### src/hdl/cme_pkg.sv
// ----------------------------------------------------------------------------
// cme_pkg
// Types, constants and the condition table shared by the conditional
// multiply-accumulate unit, its register file and its checker.
// ----------------------------------------------------------------------------
package cme_pkg;

	localparam int NUM_REGS = 16;
	localparam int REG_AW   = (NUM_REGS > 1) ? $clog2(NUM_REGS) : 1;

	// Status word flag positions.
	localparam int FLAG_N = 31;
	localparam int FLAG_Z = 30;

	typedef logic [3:0]  reg_idx_t;
	typedef logic [31:0] word_t;

	typedef enum logic [1:0] {
		KIND_LOAD_REG    = 2'd0,
		KIND_LOAD_STATUS = 2'd1,
		KIND_EXEC        = 2'd2,
		KIND_NONE        = 2'd3
	} item_kind_t;

	typedef enum logic [3:0] {
		COND_EQ = 4'd0,
		COND_NE = 4'd1,
		COND_CS = 4'd2,
		COND_CC = 4'd3,
		COND_MI = 4'd4,
		COND_PL = 4'd5,
		COND_VS = 4'd6,
		COND_VC = 4'd7,
		COND_HI = 4'd8,
		COND_LS = 4'd9,
		COND_GE = 4'd10,
		COND_LT = 4'd11,
		COND_GT = 4'd12,
		COND_LE = 4'd13,
		COND_AL = 4'd14,
		COND_NV = 4'd15
	} cond_t;

	typedef enum logic [1:0] {
		ST_IDLE = 2'd0,
		ST_OPER = 2'd1,
		ST_ACC  = 2'd2
	} state_t;

	// One write port beat into the register file.
	typedef struct packed {
		logic     en;
		reg_idx_t addr;
		word_t    data;
	} rf_wr_t;

	function automatic logic reg_in_range(reg_idx_t idx);
		return 32'(idx) < NUM_REGS;
	endfunction

	// nzcv holds N, Z, C, V from the highest bit down.
	function automatic logic cond_holds(cond_t cc, logic [3:0] nzcv);
		logic n, z, c, v, ok;
		n = nzcv[3];
		z = nzcv[2];
		c = nzcv[1];
		v = nzcv[0];
		unique case (cc)
			COND_EQ: ok = z;
			COND_NE: ok = !z;
			COND_CS: ok = c;
			COND_CC: ok = !c;
			COND_MI: ok = n;
			COND_PL: ok = !n;
			COND_VS: ok = v;
			COND_VC: ok = !v;
			COND_HI: ok = c && !z;
			COND_LS: ok = !c || z;
			COND_GE: ok = (n == v);
			COND_LT: ok = (n != v);
			COND_GT: ok = !z && (n == v);
			COND_LE: ok = z || (n != v);
			COND_AL: ok = 1'b1;
			COND_NV: ok = 1'b0;
			default: ok = 1'b0;
		endcase
		return ok;
	endfunction

endpackage

### src/hdl/cond_multiply_accumulate_exec.sv
// ----------------------------------------------------------------------------
// cond_multiply_accumulate_exec
// Conditional MUL/MLA execution unit with its own register file and
// NZCV status word.
// ----------------------------------------------------------------------------
// Usage:
// Each input beat on the s_ channel is one item: load a register, load the
// status word, or execute a multiply (selected by s_tuser). Every item gives
// exactly one result beat on the m_ channel carrying the written value, the
// status word after the item and the wrote flag.
// Loads, the unused kind and executes whose condition fails go straight to
// the output register: the result is valid in the cycle after the input beat,
// and the next item can be taken as soon as the receiver accepts it. An
// executed multiply goes through the accept, ST_OPER and ST_ACC states: the
// register file has two read ports, so Rm and Rs are read at accept, Rn in
// ST_OPER next to the registered multiply, and the add, flag update and
// write-back happen in ST_ACC. Reset clears the status word and marks every
// register as zero through valid bits; the block is ready once reset ends.
// When the receiver stalls, the result stays in the output register and a
// new input beat is taken only once that register is being emptied.
// ----------------------------------------------------------------------------
module cond_multiply_accumulate_exec (
	input  logic        clk,
	input  logic        arst_n,
	input  logic        s_tvalid,
	output logic        s_tready,
	// [3:0] cond_code, [4] accumulate, [5] set_flags, [9:6] dest_index,
	// [13:10] addend_index, [17:14] mult_s_index, [21:18] mult_m_index,
	// [53:22] load_value, [55:54] zero
	input  logic [55:0] s_tdata,
	// [1:0] kind
	input  logic [1:0]  s_tuser,
	output logic        m_tvalid,
	input  logic        m_tready,
	// [31:0] result_value, [63:32] status_word
	output logic [63:0] m_tdata,
	// [0] wrote
	output logic [0:0]  m_tuser
);
	import cme_pkg::*;

	state_t     state_q, state_d;
	item_kind_t in_kind;
	cond_t      in_cond;
	logic       in_acc, in_setf, in_fire, cond_ok;
	reg_idx_t   in_dest, in_addend, in_rs, in_rm;
	word_t      in_load;

	logic       item_acc_q, item_setf_q;
	reg_idx_t   item_dest_q, item_addend_q;
	word_t      prod_s2, acc_sum;

	rf_wr_t     rf_wr;
	reg_idx_t   rd_addr_a, rd_addr_b;
	word_t      rf_rd_a, rf_rd_b;

	word_t      status_q, status_d;
	logic       status_load;

	logic       out_load, out_wrote;
	word_t      out_result, out_status;
	logic       m_tvalid_q, m_wrote_q;
	word_t      m_result_q, m_status_q;

	assign in_kind   = item_kind_t'(s_tuser);
	assign in_cond   = cond_t'(s_tdata[3:0]);
	assign in_acc    = s_tdata[4];
	assign in_setf   = s_tdata[5];
	assign in_dest   = s_tdata[9:6];
	assign in_addend = s_tdata[13:10];
	assign in_rs     = s_tdata[17:14];
	assign in_rm     = s_tdata[21:18];
	assign in_load   = s_tdata[53:22];

	assign in_fire = s_tvalid && s_tready;
	assign cond_ok = cond_holds(in_cond, status_q[31:28]);
	assign acc_sum = prod_s2 + (item_acc_q ? rf_rd_a : '0);

	cme_regfile u_regfile (
		.clk       (clk),
		.arst_n    (arst_n),
		.wr        (rf_wr),
		.rd_addr_a (rd_addr_a),
		.rd_addr_b (rd_addr_b),
		.rd_data_a (rf_rd_a),
		.rd_data_b (rf_rd_b)
	);

	always_comb begin
		state_d = state_q;
		unique case (state_q)
			ST_IDLE: begin
				if (in_fire && in_kind == KIND_EXEC && cond_ok) begin
					state_d = ST_OPER;
				end
			end
			ST_OPER: state_d = ST_ACC;
			ST_ACC:  state_d = ST_IDLE;
			default: state_d = ST_IDLE;
		endcase
	end

	always_comb begin
		s_tready    = (state_q == ST_IDLE) && (!m_tvalid_q || m_tready);
		// Port A serves Rm at accept and Rn in ST_OPER.
		rd_addr_a   = (state_q == ST_OPER) ? item_addend_q : in_rm;
		rd_addr_b   = in_rs;
		rf_wr       = '0;
		status_d    = status_q;
		status_load = 1'b0;
		out_load    = 1'b0;
		out_wrote   = 1'b0;
		out_result  = '0;
		out_status  = status_q;
		unique case (state_q)
			ST_IDLE: begin
				if (in_fire) begin
					unique case (in_kind)
						KIND_LOAD_REG: begin
							rf_wr.en   = 1'b1;
							rf_wr.addr = in_dest;
							rf_wr.data = in_load;
							out_load   = 1'b1;
						end
						KIND_LOAD_STATUS: begin
							status_d    = in_load;
							status_load = 1'b1;
							out_status  = in_load;
							out_load    = 1'b1;
						end
						KIND_EXEC: out_load = !cond_ok;
						KIND_NONE: out_load = 1'b1;
						default:   out_load = 1'b1;
					endcase
				end
			end
			ST_OPER: begin
			end
			ST_ACC: begin
				if (item_setf_q) begin
					status_d[FLAG_N] = acc_sum[31];
					status_d[FLAG_Z] = (acc_sum == '0);
					status_load      = 1'b1;
				end
				out_status = status_d;
				out_wrote  = reg_in_range(item_dest_q);
				out_result = out_wrote ? acc_sum : '0;
				rf_wr.en   = out_wrote;
				rf_wr.addr = item_dest_q;
				rf_wr.data = acc_sum;
				out_load   = 1'b1;
			end
			default: begin
			end
		endcase
	end

	always_ff @(posedge clk or negedge arst_n) begin
		if (!arst_n) begin
			state_q    <= ST_IDLE;
			status_q   <= '0;
			m_tvalid_q <= 1'b0;
		end else begin
			state_q <= state_d;
			if (status_load) begin
				status_q <= status_d;
			end
			if (out_load) begin
				m_tvalid_q <= 1'b1;
			end else if (m_tready) begin
				m_tvalid_q <= 1'b0;
			end
		end
	end

	always_ff @(posedge clk) begin
		if (in_fire) begin
			item_acc_q    <= in_acc;
			item_setf_q   <= in_setf;
			item_dest_q   <= in_dest;
			item_addend_q <= in_addend;
		end
		if (state_q == ST_OPER) begin
			prod_s2 <= rf_rd_a * rf_rd_b;
		end
		if (out_load) begin
			m_result_q <= out_result;
			m_status_q <= out_status;
			m_wrote_q  <= out_wrote;
		end
	end

	assign m_tvalid   = m_tvalid_q;
	assign m_tdata    = {m_status_q, m_result_q};
	assign m_tuser[0] = m_wrote_q;

endmodule

### src/hdl/cme_regfile.sv
// ----------------------------------------------------------------------------
// cme_regfile
// Register file memory: one write port, two registered read ports.
// Per-entry valid bits make unwritten entries and out-of-range indexes
// read as zero.
// ----------------------------------------------------------------------------
module cme_regfile (
	input  logic             clk,
	input  logic             arst_n,
	input  cme_pkg::rf_wr_t  wr,
	input  cme_pkg::reg_idx_t rd_addr_a,
	input  cme_pkg::reg_idx_t rd_addr_b,
	output cme_pkg::word_t   rd_data_a,
	output cme_pkg::word_t   rd_data_b
);
	import cme_pkg::*;

	word_t               mem [NUM_REGS];
	logic [NUM_REGS-1:0] valid_q;
	word_t               data_a_q;
	word_t               data_b_q;
	logic                hit_a_q;
	logic                hit_b_q;

	always_ff @(posedge clk) begin
		if (wr.en && reg_in_range(wr.addr)) begin
			mem[wr.addr[REG_AW-1:0]] <= wr.data;
		end
		data_a_q <= mem[rd_addr_a[REG_AW-1:0]];
		data_b_q <= mem[rd_addr_b[REG_AW-1:0]];
	end

	always_ff @(posedge clk or negedge arst_n) begin
		if (!arst_n) begin
			valid_q <= '0;
			hit_a_q <= 1'b0;
			hit_b_q <= 1'b0;
		end else begin
			if (wr.en && reg_in_range(wr.addr)) begin
				valid_q[wr.addr[REG_AW-1:0]] <= 1'b1;
			end
			hit_a_q <= reg_in_range(rd_addr_a) && valid_q[rd_addr_a[REG_AW-1:0]];
			hit_b_q <= reg_in_range(rd_addr_b) && valid_q[rd_addr_b[REG_AW-1:0]];
		end
	end

	assign rd_data_a = hit_a_q ? data_a_q : '0;
	assign rd_data_b = hit_b_q ? data_b_q : '0;

endmodule

### config.mk
export PLATFORM = sky130hd
export DESIGN_NAME = cond_multiply_accumulate_exec
export DESIGN_NICKNAME = d
export VERILOG_FILES = /design/src/hdl/cme_pkg.sv /design/src/hdl/cond_multiply_accumulate_exec.sv /design/src/hdl/cme_regfile.sv
export SDC_FILE = /design/constraint.sdc
export NUM_CORES = 2
export LEC_CHECK = 0
export BUFFER_PORTS_ARGS = -buffer_cell sky130_fd_sc_hd__buf_2
export CAP_MARGIN = 30
export CORE_UTILIZATION = 52
export CTS_BUF_LIST = sky130_fd_sc_hd__clkbuf_8
export DETAILED_ROUTE_END_ITERATION = 12
export HOLD_SLACK_MARGIN = 0.15
export PLACE_DENSITY = 0.74
export SLEW_MARGIN = 20
export SYNTH_ARGS = -nofsm -noshare
export SYNTH_HDL_FRONTEND = slang
export SYNTH_SLANG_ARGS = --single-unit
### constraint.sdc
create_clock -name clk -period 17.12 [get_ports clk]
set_input_delay 0.856 -clock clk [delete_from_list [all_inputs] [get_ports clk]]
set_output_delay 0.856 -clock clk [all_outputs]
set_load 0.005 [all_outputs]
==> results_dict.tcl <==
set metrics [dict create \
    period_minus_slack_ns 8.67 \
    final_hold_viol_count 0 \
    cts_htree_levels 3 \
    async_reset_ff_frac 0.0720 \
    max-slew-margin-rel 0.313 \
    hp-class "input pin to async pin" \
    num_rows 111 \
    tightest_slew_ns 1.02 \
    p_sw_frac 0.349 \
    cts_root_buffer "clkbuf_8" \
    drv_slew 0 \
    ios 129 \
    critical_path_class "flip-flop to flip-flop" \
    cts-buffers-inserted 110 \
    dieHeight_um 307 \
    syn_to_final_growth_pct 9.02 \
    grt_max_degree 105 \
    synth_edf_count 619 \
    drc 0 \
    max_freq_mhz 115 \
    end_kind "flip-flop" \
    io_buffers 126 \
    routedWlPerCell_um 26.8 \
    p_leak_nw 20.9 \
    combPwrFrac 0.320 \
    die_area_mm2 0.0941 \
    design.core.area_mm2 0.0918 \
    die_width_um 307 \
    antenna_found_initial 5 \
    internal_power_mw 3.56 \
    dp_hpwl_um 92800 \
    ys_ff_latch 736 \
    syn_area_per_cell_um2 13.2 \
    postCtsSetupBuffers 0 \
    cp.required_ns 17.63 \
    maxCapViolations 0 \
    wirelength_um 136000 \
    cp_max_fo 57 \
    grt-ovfl-total 0 \
    yosysSeqAreaShare 0.439 \
    clockBufferDepth 3 \
    p_sw_mw 1.91 \
    grt_pass1_wl_um 203000 \
    initial_core_util 0.526 \
    first_pass_iters 6 \
    syn-instance-count 3659 \
    seqPwrFrac 0.407 \
    drtIter0Drc 3793 \
    stdcell_area_mm2 0.0526 \
    layout-drive-gt1-share 0.191 \
    worstPathArrival_ns 9.18 \
    synth_cell_types 73 \
    fin_crit_sh 0.506 \
    synth_flop_cell "edfxtp_1" \
    status "finished, final reports clean" \
    start_kind "flip-flop" \
    power_density_mw_per_mm2 104 \
    layout_common_cells "edfxtp_1 (619), inv_1 (442), fa_1 (409)" \
    yosysWarnings 0 \
    clock_sinks 736 \
    final_common_cell "edfxtp_1" \
    peakVddDrop_uv 95.6 \
    dpl_cell_area_mm2 0.0503 \
    hold_buffers 0 \
    grtUsageTotal 0.295 \
    setup_violations 0 \
    via_per_inst 6.23 \
    clkPwrFrac 0.273 \
    synth.net_count 4284 \
    ant_nets 0 \
    via_count 31700 \
    totalNegativeSetupSlack_ns 0 \
    cts_resized 0 \
    routabilityCongestion 0.970 \
    clk_latency_ns 0.79 \
    grt_pass1_vias 32200 \
    cts_tree "done" \
    syn_area_mm2 0.0483 \
    fin_skew_ns 0.0948 \
    nets 4371 \
    clk_pin_slew_worst_paths_ns 0.07 \
    rsz0062_at_grt "no" \
]
-- Yosys cell counts (14+ instances only) --
cell type  number  area [µm²]
a21o_1         56         420
and2_1        102         638
a21oi_1        54         270
edfxtp_1      619       18600
buf_4          14         105
dfrtp_1        53        1330
nor3_1         14        70.1
nor2_1        365        1370
fa_1          409        8190
nand2_1       313        1170
mux4_2        298        6710
xnor2_1        85         744
buf_1          21        78.8
or2_2          20         125
clkbuf_1      156         586
ha_1          154        1930
xor2_1         25         219
inv_1         407        1530
a211oi_1       35         263
nand3_1        83         415
o21ai_0        57         285
dfxtp_1        64        1280
and3_1         45         282
mux2_2         31         349
a31oi_1        38         238
-- routing by layer --
layer	share of wire	routed length, µm	track usage
met1	0.37	50200	0.397
met2	0.47	63500	0.461
met3	0.11	15600	0.0658
met4	0.051	6940	0.137
met5	0.000095	13	0
-- logic make-up (layout without fill, tap and decap cells) --
logic type,after synthesis,in the layout,synth area share
flip-flops,736,736,0.439
buffers and inverters,613,798,0.0491
AO/OA/AOI/OAI,315,315,0.0436
AND/OR/NAND/NOR,985,985,0.0911
multiplexers,337,337,0.148
adder cells (fa/ha/maj),563,563,0.209
other,0,3,0
XOR/XNOR,110,110,0.0200
-- power by group through the flow --
stage          Sequential, mW  Combinational [mW]  Clock (mW)
2_1_floorplan            2.20                1.18           0
3_3_place_gp             2.25                1.69           0
3_5_place_dp             2.25                1.71           0
4_1_cts                  2.22                1.74        1.51
5_1_grt                  2.23                1.91        1.58
6_report                 2.22                1.75        1.49
-- cell type report --
type	instances	area [µm²]
multi-input cells	2310	24900
fillers	7180	39200
inverters	407	1530
repair buffers	181	1110
clock buffers	134	1840
well taps	1243	1560
diodes	3	7.51
clock inverters	76	499
flip-flops and latches	736	21200
-- final timing paths --
kind,start,endpoint,slack (ns),depth (start not counted)
setup reg to reg,u_regfile.hit_a_q,prod_s2[25],8.45,25
hold / removal,arst_n,u_regfile.valid_q[8],0.22,2
hold reg to reg,status_q[12],status_q[12],0.47,2
max in group asynchronous,arst_n,u_regfile.hit_b_q,16.26,2
setup / recovery,u_regfile.hit_a_q,prod_s2[25],8.45,25
min in group clk,s_tdata[11],item_addend_q[1],0.25,1
-- metrics by stage --
step / worst slack, ns / hold WS, ns / std cells / util / total power, mW
CTS: 8.57 / 0.186 / 5085 / 0.573 / 5.46
detailed placement: 8.56 / 0.461 / 4875 / 0.548 / 3.97
finish: 8.45 / 0.223 / 5090 / 0.573 / 5.46
global route: 8.06 / 0.208 / 5088 / 0.573 / 5.71
global placement: 8.58 / 0.450 / 4871 / 0.547 / 3.94
floorplan: 9.45 / 0.439 / 3659 / - / 3.38
-- critical path: stages, from the launching register on --
cell and delay, ns:
dfrtp_2 0.35, buf_4 0.43, buf_4 0.56, and2_1 0.81, nand2_1 0.18, fa_1 0.45
inv_1 0.08, fa_1 0.43, fa_1 0.54, inv_1 0.05, fa_1 0.47, inv_1 0.04
ha_1 0.26, ha_1 0.29, fa_1 0.51, fa_1 0.46, ha_1 0.27, nor4_1 0.38
o211ai_1 0.14, nand2_1 0.13, o31ai_1 0.16, o31ai_1 0.76, o21bai_1 0.21, a21oi_1 0.19
o21bai_1 0.09, xor2_1 0.16
-- registers in the layout, indices dropped and copies added (netlist names), 2 cells and up --
| signal | cells |
|---|---|
| item_dest_q | 4 |
| u_regfile.mem | 512 |
| u_regfile.data_a_q | 32 |
| prod_s2 | 32 |
| m_result_q | 32 |
| u_regfile.valid_q | 16 |
| u_regfile.data_b_q | 32 |
| status_q | 32 |
| item_addend_q | 4 |
| state_q | 2 |
| m_status_q | 32 |
Power figures use the tool's default switching activity.
